`config.mk`:
```
export PLATFORM = sky130hd
export DESIGN_NAME = signed_int_to_decimal_ascii
export DESIGN_NICKNAME = d
export VERILOG_FILES = /design/src/rtl/core/sida_pkg.sv /design/src/rtl/core/sida_cell.sv /design/src/rtl/core/sida_ser.sv /design/src/rtl/core/signed_int_to_decimal_ascii.sv
export SDC_FILE = /design/constraint.sdc
export NUM_CORES = 2
export LEC_CHECK = 0
export BUFFER_PORTS_ARGS = -buffer_cell sky130_fd_sc_hd__clkbuf_2
export CAP_MARGIN = 10
export CORE_MARGIN = 3
export CORE_UTILIZATION = 25
export CTS_CLUSTER_DIAMETER = 60
export DETAILED_ROUTE_END_ITERATION = 6
export GPL_TIMING_DRIVEN = 0
export MAX_ROUTING_LAYER = met4
export SLEW_MARGIN = 20
export SYNTH_ARGS = -nofsm -noshare
export SYNTH_HDL_FRONTEND = slang
export SYNTH_SLANG_ARGS = --single-unit
```
`constraint.sdc`:
```
create_clock -name i_clk -period 19.2 [get_ports i_clk]
set_input_delay 1.92 -clock i_clk [delete_from_list [all_inputs] [get_ports i_clk]]
set_output_delay 1.92 -clock i_clk [all_outputs]
set_load 0.005 [all_outputs]
```
`src/rtl/core/sida_pkg.sv`:
```
`default_nettype none
// ----------------------------------------------------------------------------
// sida_pkg
// Shared widths, character codes and constant helpers for the signed
// integer to decimal ASCII converter.
// ----------------------------------------------------------------------------
package sida_pkg;

    localparam int VALUE_W  = 32;
    localparam int CHAR_W   = 8;
    localparam int DIGIT_W  = 4;

    localparam logic [CHAR_W-1:0] CHAR_ZERO  = 8'h30;
    localparam logic [CHAR_W-1:0] CHAR_NINE  = 8'h39;
    localparam logic [CHAR_W-1:0] CHAR_MINUS = 8'h2D;

    typedef logic [DIGIT_W-1:0] t_digit;

    // 10^n as a 64-bit constant, evaluated at elaboration only.
    function automatic logic [63:0] pow10(input int n);
        logic [63:0] acc;
        acc = 64'd1;
        for (int k = 0; k < n; k++) begin
            acc = acc * 64'd10;
        end
        return acc;
    endfunction

endpackage
`default_nettype wire

```
`src/rtl/core/sida_cell.sv`:
```
`default_nettype none
// ----------------------------------------------------------------------------
// sida_cell
// One shift-and-add-3 step: correct every BCD digit, then shift one
// binary bit into the BCD field.
// ----------------------------------------------------------------------------
module sida_cell #(
    parameter int DIGITS = 10
) (
    input  wire logic                          i_clk,
    input  wire logic                          i_rst_n,
    input  wire logic                          i_en,
    input  wire logic                          i_valid,
    input  wire logic                          i_neg,
    input  wire logic [DIGITS-1:0][3:0]        i_bcd,
    input  wire logic [sida_pkg::VALUE_W-1:0]  i_bin,
    output logic                               o_valid,
    output logic                               o_neg,
    output logic [DIGITS-1:0][3:0]             o_bcd,
    output logic [sida_pkg::VALUE_W-1:0]       o_bin
);
    import sida_pkg::*;

    logic                     r_valid;
    logic                     r_neg;
    logic [DIGITS-1:0][3:0]   r_bcd;
    logic [VALUE_W-1:0]       r_bin;
    logic [DIGITS-1:0][3:0]   adj;
    logic [DIGITS*4-1:0]      adj_flat;
    logic [DIGITS-1:0][3:0]   n_bcd;

    always_comb begin
        for (int d = 0; d < DIGITS; d++) begin
            adj[d] = (i_bcd[d] >= 4'd5) ? (i_bcd[d] + 4'd3) : i_bcd[d];
        end
        adj_flat = adj;
        n_bcd    = {adj_flat[DIGITS*4-2:0], i_bin[VALUE_W-1]};
    end

    always_ff @(posedge i_clk) begin
        if (!i_rst_n) begin
            r_valid <= 1'b0;
        end else if (i_en) begin
            r_valid <= i_valid;
        end
    end

    always_ff @(posedge i_clk) begin
        if (i_en) begin
            r_neg <= i_neg;
            r_bcd <= n_bcd;
            r_bin <= {i_bin[VALUE_W-2:0], 1'b0};
        end
    end

    assign o_valid = r_valid;
    assign o_neg   = r_neg;
    assign o_bcd   = r_bcd;
    assign o_bin   = r_bin;

endmodule
`default_nettype wire

```
`src/rtl/core/sida_ser.sv`:
```
`default_nettype none
// ----------------------------------------------------------------------------
// sida_ser
// Character serializer: emits an optional minus sign and then the BCD
// digits from the first nonzero one down to the units place.
// ----------------------------------------------------------------------------
module sida_ser #(
    parameter int DIGITS = 10
) (
    input  wire logic                          i_clk,
    input  wire logic                          i_rst_n,
    input  wire logic                          i_valid,
    input  wire logic                          i_neg,
    input  wire logic [DIGITS-1:0][3:0]        i_bcd,
    output logic                               o_ready,
    output logic                               o_valid,
    input  wire logic                          i_stall,
    output logic [sida_pkg::CHAR_W-1:0]        o_text_char,
    output logic                               o_last_char
);
    import sida_pkg::*;

    localparam int IDX_W = (DIGITS > 1) ? $clog2(DIGITS) : 1;

    logic                     r_busy;
    logic                     r_sign;
    logic [IDX_W-1:0]         r_idx;
    logic [DIGITS-1:0][3:0]   r_bcd;
    logic [IDX_W-1:0]         top_idx;
    t_digit                   cur_digit;
    logic                     done;
    logic                     load;

    // Highest nonzero digit; zero renders from the units place.
    always_comb begin
        top_idx = '0;
        for (int d = 0; d < DIGITS; d++) begin
            if (i_bcd[d] != 4'd0) begin
                top_idx = IDX_W'(d);
            end
        end
    end

    assign cur_digit   = r_bcd[r_idx];
    assign o_last_char = !r_sign && (r_idx == '0);
    assign o_text_char = r_sign ? CHAR_MINUS : (CHAR_ZERO + {4'd0, cur_digit});
    assign o_valid     = r_busy;
    assign done        = r_busy && !i_stall && o_last_char;
    assign o_ready     = !r_busy || done;
    assign load        = o_ready && i_valid;

    always_ff @(posedge i_clk) begin
        if (!i_rst_n) begin
            r_busy <= 1'b0;
        end else if (o_ready) begin
            r_busy <= i_valid;
        end
    end

    always_ff @(posedge i_clk) begin
        if (load) begin
            r_sign <= i_neg;
            r_idx  <= top_idx;
            r_bcd  <= i_bcd;
        end else if (r_busy && !i_stall) begin
            // advance: drop the sign first, then step down one place
            if (r_sign) begin
                r_sign <= 1'b0;
            end else if (r_idx != '0) begin
                r_idx <= r_idx - IDX_W'(1);
            end
        end
    end

endmodule
`default_nettype wire

```
`src/rtl/core/signed_int_to_decimal_ascii.sv`:
```
`default_nettype none
// An accepted value goes through the front register, the conversion cells and the serializer.
// Throughput: 1 character per cycle while i_stall is low; a value takes 1 to 11 characters
//   (sign plus significant digits), set by the character serializer on the output port.
// Input and conversion pipeline move together and hold while the serializer
//   cannot take the next converted value.
// Reset: synchronous, active low; clears all valid flags and the serializer.
// ----------------------------------------------------------------------------
// signed_int_to_decimal_ascii
// Signed 32-bit integer to decimal ASCII text, one character per transaction.
// ----------------------------------------------------------------------------
module signed_int_to_decimal_ascii #(
    parameter int MAX_DIGITS = 10
) (
    input  wire logic                          i_clk,
    input  wire logic                          i_rst_n,
    input  wire logic                          i_valid,
    output logic                               o_stall,
    input  wire logic [sida_pkg::VALUE_W-1:0]  i_value,
    output logic                               o_valid,
    input  wire logic                          i_stall,
    output logic [sida_pkg::CHAR_W-1:0]        o_text_char,
    output logic                               o_last_char
);
    import sida_pkg::*;

    // Largest magnitude that fits in MAX_DIGITS places; larger ones saturate.
    localparam logic [63:0] LIMIT = pow10(MAX_DIGITS) - 64'd1;
    // One double-dabble cell per magnitude bit.
    localparam int CELLS = VALUE_W;

    // Stage 0 is the front register; stage CELLS holds the finished BCD.
    logic [CELLS:0]                      st_valid;
    logic [CELLS:0]                      st_neg;
    logic [CELLS:0][MAX_DIGITS-1:0][3:0] st_bcd;
    logic [CELLS:0][VALUE_W-1:0]         st_bin;

    logic                r_valid0;
    logic                r_neg0;
    logic [VALUE_W-1:0]  r_mag0;
    logic [VALUE_W-1:0]  mag;
    logic                ser_ready;
    logic                adv;

    // The whole chain advances together; hold it only when its tail is
    // occupied and the serializer is still busy with an earlier value.
    assign adv     = !st_valid[CELLS] || ser_ready;
    assign o_stall = !adv;

    // Two's complement magnitude; the most negative value yields 2^31,
    // which an unsigned 32-bit word carries exactly.
    assign mag = i_value[VALUE_W-1] ? (~i_value + VALUE_W'(1)) : i_value;

    always_ff @(posedge i_clk) begin
        if (!i_rst_n) begin
            r_valid0 <= 1'b0;
        end else if (adv) begin
            r_valid0 <= i_valid;
        end
    end

    always_ff @(posedge i_clk) begin
        if (adv) begin
            r_neg0 <= i_value[VALUE_W-1];
            // saturate magnitudes that overflow the configured places
            r_mag0 <= ({32'd0, mag} > LIMIT) ? LIMIT[VALUE_W-1:0] : mag;
        end
    end

    assign st_valid[0] = r_valid0;
    assign st_neg[0]   = r_neg0;
    assign st_bcd[0]   = '0;
    assign st_bin[0]   = r_mag0;

    // Conversion chain: each cell shifts one magnitude bit into BCD.
    for (genvar c = 0; c < CELLS; c++) begin : g_cell
        sida_cell #(
            .DIGITS (MAX_DIGITS)
        ) u_cell (
            .i_clk   (i_clk),
            .i_rst_n (i_rst_n),
            .i_en    (adv),
            .i_valid (st_valid[c]),
            .i_neg   (st_neg[c]),
            .i_bcd   (st_bcd[c]),
            .i_bin   (st_bin[c]),
            .o_valid (st_valid[c+1]),
            .o_neg   (st_neg[c+1]),
            .o_bcd   (st_bcd[c+1]),
            .o_bin   (st_bin[c+1])
        );
    end

    // Serializer: sign, then significant digits, last one flagged.
    sida_ser #(
        .DIGITS (MAX_DIGITS)
    ) u_ser (
        .i_clk       (i_clk),
        .i_rst_n     (i_rst_n),
        .i_valid     (st_valid[CELLS]),
        .i_neg       (st_neg[CELLS]),
        .i_bcd       (st_bcd[CELLS]),
        .o_ready     (ser_ready),
        .o_valid     (o_valid),
        .i_stall     (i_stall),
        .o_text_char (o_text_char),
        .o_last_char (o_last_char)
    );

endmodule
`default_nettype wire

```
==> results.toml <==
[outcome]
outcome = "finished clean"

[cells_and_area]
drive_gt1_frac = 0.0585
final_nets = 4586
final_common_cell = "edfxtp_1"
final_util = 0.288
syn_to_final_growth_pct = 14.2
fill_cells = 22247
layout_common_cells = "1286 x edfxtp_1, 661 x nand2_1, 326 x inv_1"
final_cells = 7307

[power_and_ir_drop]
leakage_nw = 25.3
finalPower_mw = 8.86
power.density_nw_per_um2 = 138
ir_worst_vdd_mv = 0.0767

[die]
die-height_microns = 480
pin_count = 47
core_region_area_sq_um = 223000
fp.dieW_microns = 480
initial_core_util = 0.252
placementRows = 173
die_area_sq_um = 231000

[clock_tree]
htree_levels = 3
cts_resized = 0
clock_path_buffers = 3
cts_tree = "done"
clock-sinks = 1320
clk_latency_ns = 0.72
cts_made_buffers = 119
clk_pin_slew_ns = 0.06
hold_buffers = 0
cts_setup_buffers = 0
cts-root-buf = "clkbuf_16"

[global_route]
overflow = 0
grt_usage = 0.0581
grt_start_max_net_pins = 149
grt_pass1_vias = 27762
antenna_found_initial = 1
grt_pass1_wl_microns = 115000

[synthesis]
synth_cell_types = 45
syn-mean-instance-area_sq_um = 13.9
synth_flop_cell = "edfxtp_1"
synth_enable_flop_cells = 1286
seq_area_frac_synth = 0.699
ys_warn_count = 0
postSynthCellCount = 4054
syn_area_sq_um = 56200
synth-seq-cells = 1320
synthArstFlopShare = 0

[placed_design]
place.gp.congestion = 0.735
io_buffers = 43
post-place-cells = 7082
hpwlAfterDp_microns = 40800

[worst_hold_path]
min_path_type = "reg2reg"

[critical_path]
crit_type = "reg2reg"
crit_fanout = 148
worstPathRequired_ns = 19.53
endpoint_kind = "register"
worst_setup_path_start_kind = "register"
crit_arrival_ns = 6.72

[flow_run]
maxCapViolCount = 0

[timing]
drv_slew = 0
hold_violations = 0
grt_setup_unrepaired = "false"
worstMarginPinSlew_ns = 0.824
setup_viol = 0
slew_headroom = 0.451
timing.final.crit_share = 0.333
max_freq_mhz = 156
period_needed_ns = 6.39
clock_skew_ns = 0.0301

[routing]
routed_via_density = 3.83
dr.first_iter.drc_count = 1186
vias = 28017
drc_errors = 0
drt_wl_total_microns = 65000
firstDrtPassIters = 7
routedWlPerCell_microns = 8.90
route.antenna.remaining_nets = 0
==> cell families (layout without fill, tap and decap cells) <==
kind of cell / Yosys count / after routing / synth area share
mux: 166 / 166 / 0.0314
flops: 1320 / 1320 / 0.699
buf+inv: 349 / 622 / 0.0236
simple gates: 1162 / 1162 / 0.0931
fa+ha+maj: 322 / 322 / 0.0716
xor+xnor: 186 / 186 / 0.0290
other cells: 2 / 7 / 0.000134
compound gates: 547 / 547 / 0.0523
==> flip-flops by register name, summed over array words and instances (netlist names) <==
register	cells
u_ser.r_sign	1
r_neg0	1
r_mag0	32
u_ser.r_idx	4
u_ser.o_valid	1
g_cell.u_cell.o_bin	496
g_cell.u_cell.o_bcd	680
r_valid0	1
g_cell.u_cell.o_valid	32
u_ser.r_bcd	40
g_cell.u_cell.o_neg	32
==> path summary, 6_finish.rpt <==
| check | end | start | slack (ns) | depth (start not counted) |
|---|---|---|---|---|
| max | g_cell[2].u_cell.o_bin[15]$_DFFE_PN_ | u_ser.r_idx[0]$_DFFE_PP_ | 12.81 | 14 |
| min | g_cell[7].u_cell.o_bin[25]$_DFFE_PN_ | g_cell[6].u_cell.o_bin[24]$_DFFE_PN_ | 0.40 | 0 |
| max reg2reg | g_cell[2].u_cell.o_bin[15]$_DFFE_PN_ | u_ser.r_idx[0]$_DFFE_PP_ | 12.81 | 14 |
| min reg2reg | g_cell[7].u_cell.o_bin[25]$_DFFE_PN_ | g_cell[6].u_cell.o_bin[24]$_DFFE_PN_ | 0.40 | 0 |
==> stage by stage <==
step | cell area (sq um) | worst slack, ns | TNS, ns | hold WS [ns]
after global routing | 64200 | 12.15 | 0 | 0.404
after detailed placement | 60400 | 12.11 | 0 | 0.405
final | 64200 | 12.81 | 0 | 0.399
after CTS | 64200 | 12.55 | 0 | 0.394
after floorplan | 56200 | 1.51 | 0 | 0.400
after global placement | 60200 | -4.43 | -5088.89 | 0.401
==> report_power, final <==
part | leakage [nW] | switching (mW) | internal [mW] | total, mW
combinational | 9.16 | 1.04 | 0.959 | 2.00
sequential | 14.3 | 0.440 | 4.15 | 4.59
clock | 1.83 | 1.02 | 1.25 | 2.27
==> critical path, cell delays in order, from the launching register on <==
cell and delay [ns]:
edfxtp_1 0.39, clkbuf_1 0.24, buf_2 0.28, inv_1 0.12, ha_1 0.15, or3b_1 0.39
o31a_1 0.29, nand2_1 0.29, buf_12 0.30, buf_16 0.47, buf_16 0.49, buf_16 0.48
buf_16 0.50, buf_16 0.53, buf_16 0.48
==> per-layer routing <==
layer / track usage / vias to the layer above / routed length [microns]
li1: - / 14666 / -
met3: 0.0133 / 156 / 2170
met1: 0.0593 / 12972 / 27100
met5: - / - / 0
met4: 0.0229 / 0 / 2080
met2: 0.107 / 223 / 33700
==> Yosys cell counts, types with 2 or more instances <==
cell type	instances	area (sq um)
a21boi_0	32	240
a21oi_1	168	841
buf_1	4	15.0
buf_2	6	30.0
buf_4	3	22.5
clkbuf_1	8	30.0
conb_1	2	7.51
dfxtp_1	34	681
edfxtp_1	1286	38600
ha_1	322	4030
inv_1	327	1230
mux2_2	3	33.8
mux2i_1	155	1550
mux4_2	8	180
nand2_1	661	2480
nand2b_1	293	1830
nand3_1	2	10.0
nand4_1	2	12.5
nor2_1	171	642
nor2b_1	2	12.5
nor3_1	5	25.0
nor4_1	6	37.5
o211ai_1	2	15.0
o21a_1	4	30.0
o21ai_0	316	1580
o22a_1	9	78.8
o31a_1	2	17.5
o31ai_1	6	45.0
o41ai_1	3	26.3
o41ai_2	3	48.8
or4_1	9	67.6
or4_4	3	33.8
xnor2_1	185	1620
==> area by class of cell <==
cell class / instances / area, sq um / share of cell area
Timing Repair Buffer: 52 / 463 / 0.00721
Clock buffer: 153 / 3140 / 0.0488
Buffer: 21 / 113 / 0.00175
Multi-Input combinational cell: 2386 / 15600 / 0.243
Antenna cell: 4 / 10.0 / 0.000156
Inverter: 328 / 1230 / 0.0192
Sequential cell: 1320 / 39300 / 0.612
Tap cell: 2975 / 3720 / 0.0580
Clock inverter: 68 / 624 / 0.00972
Power figures use the tool's default switching activity.
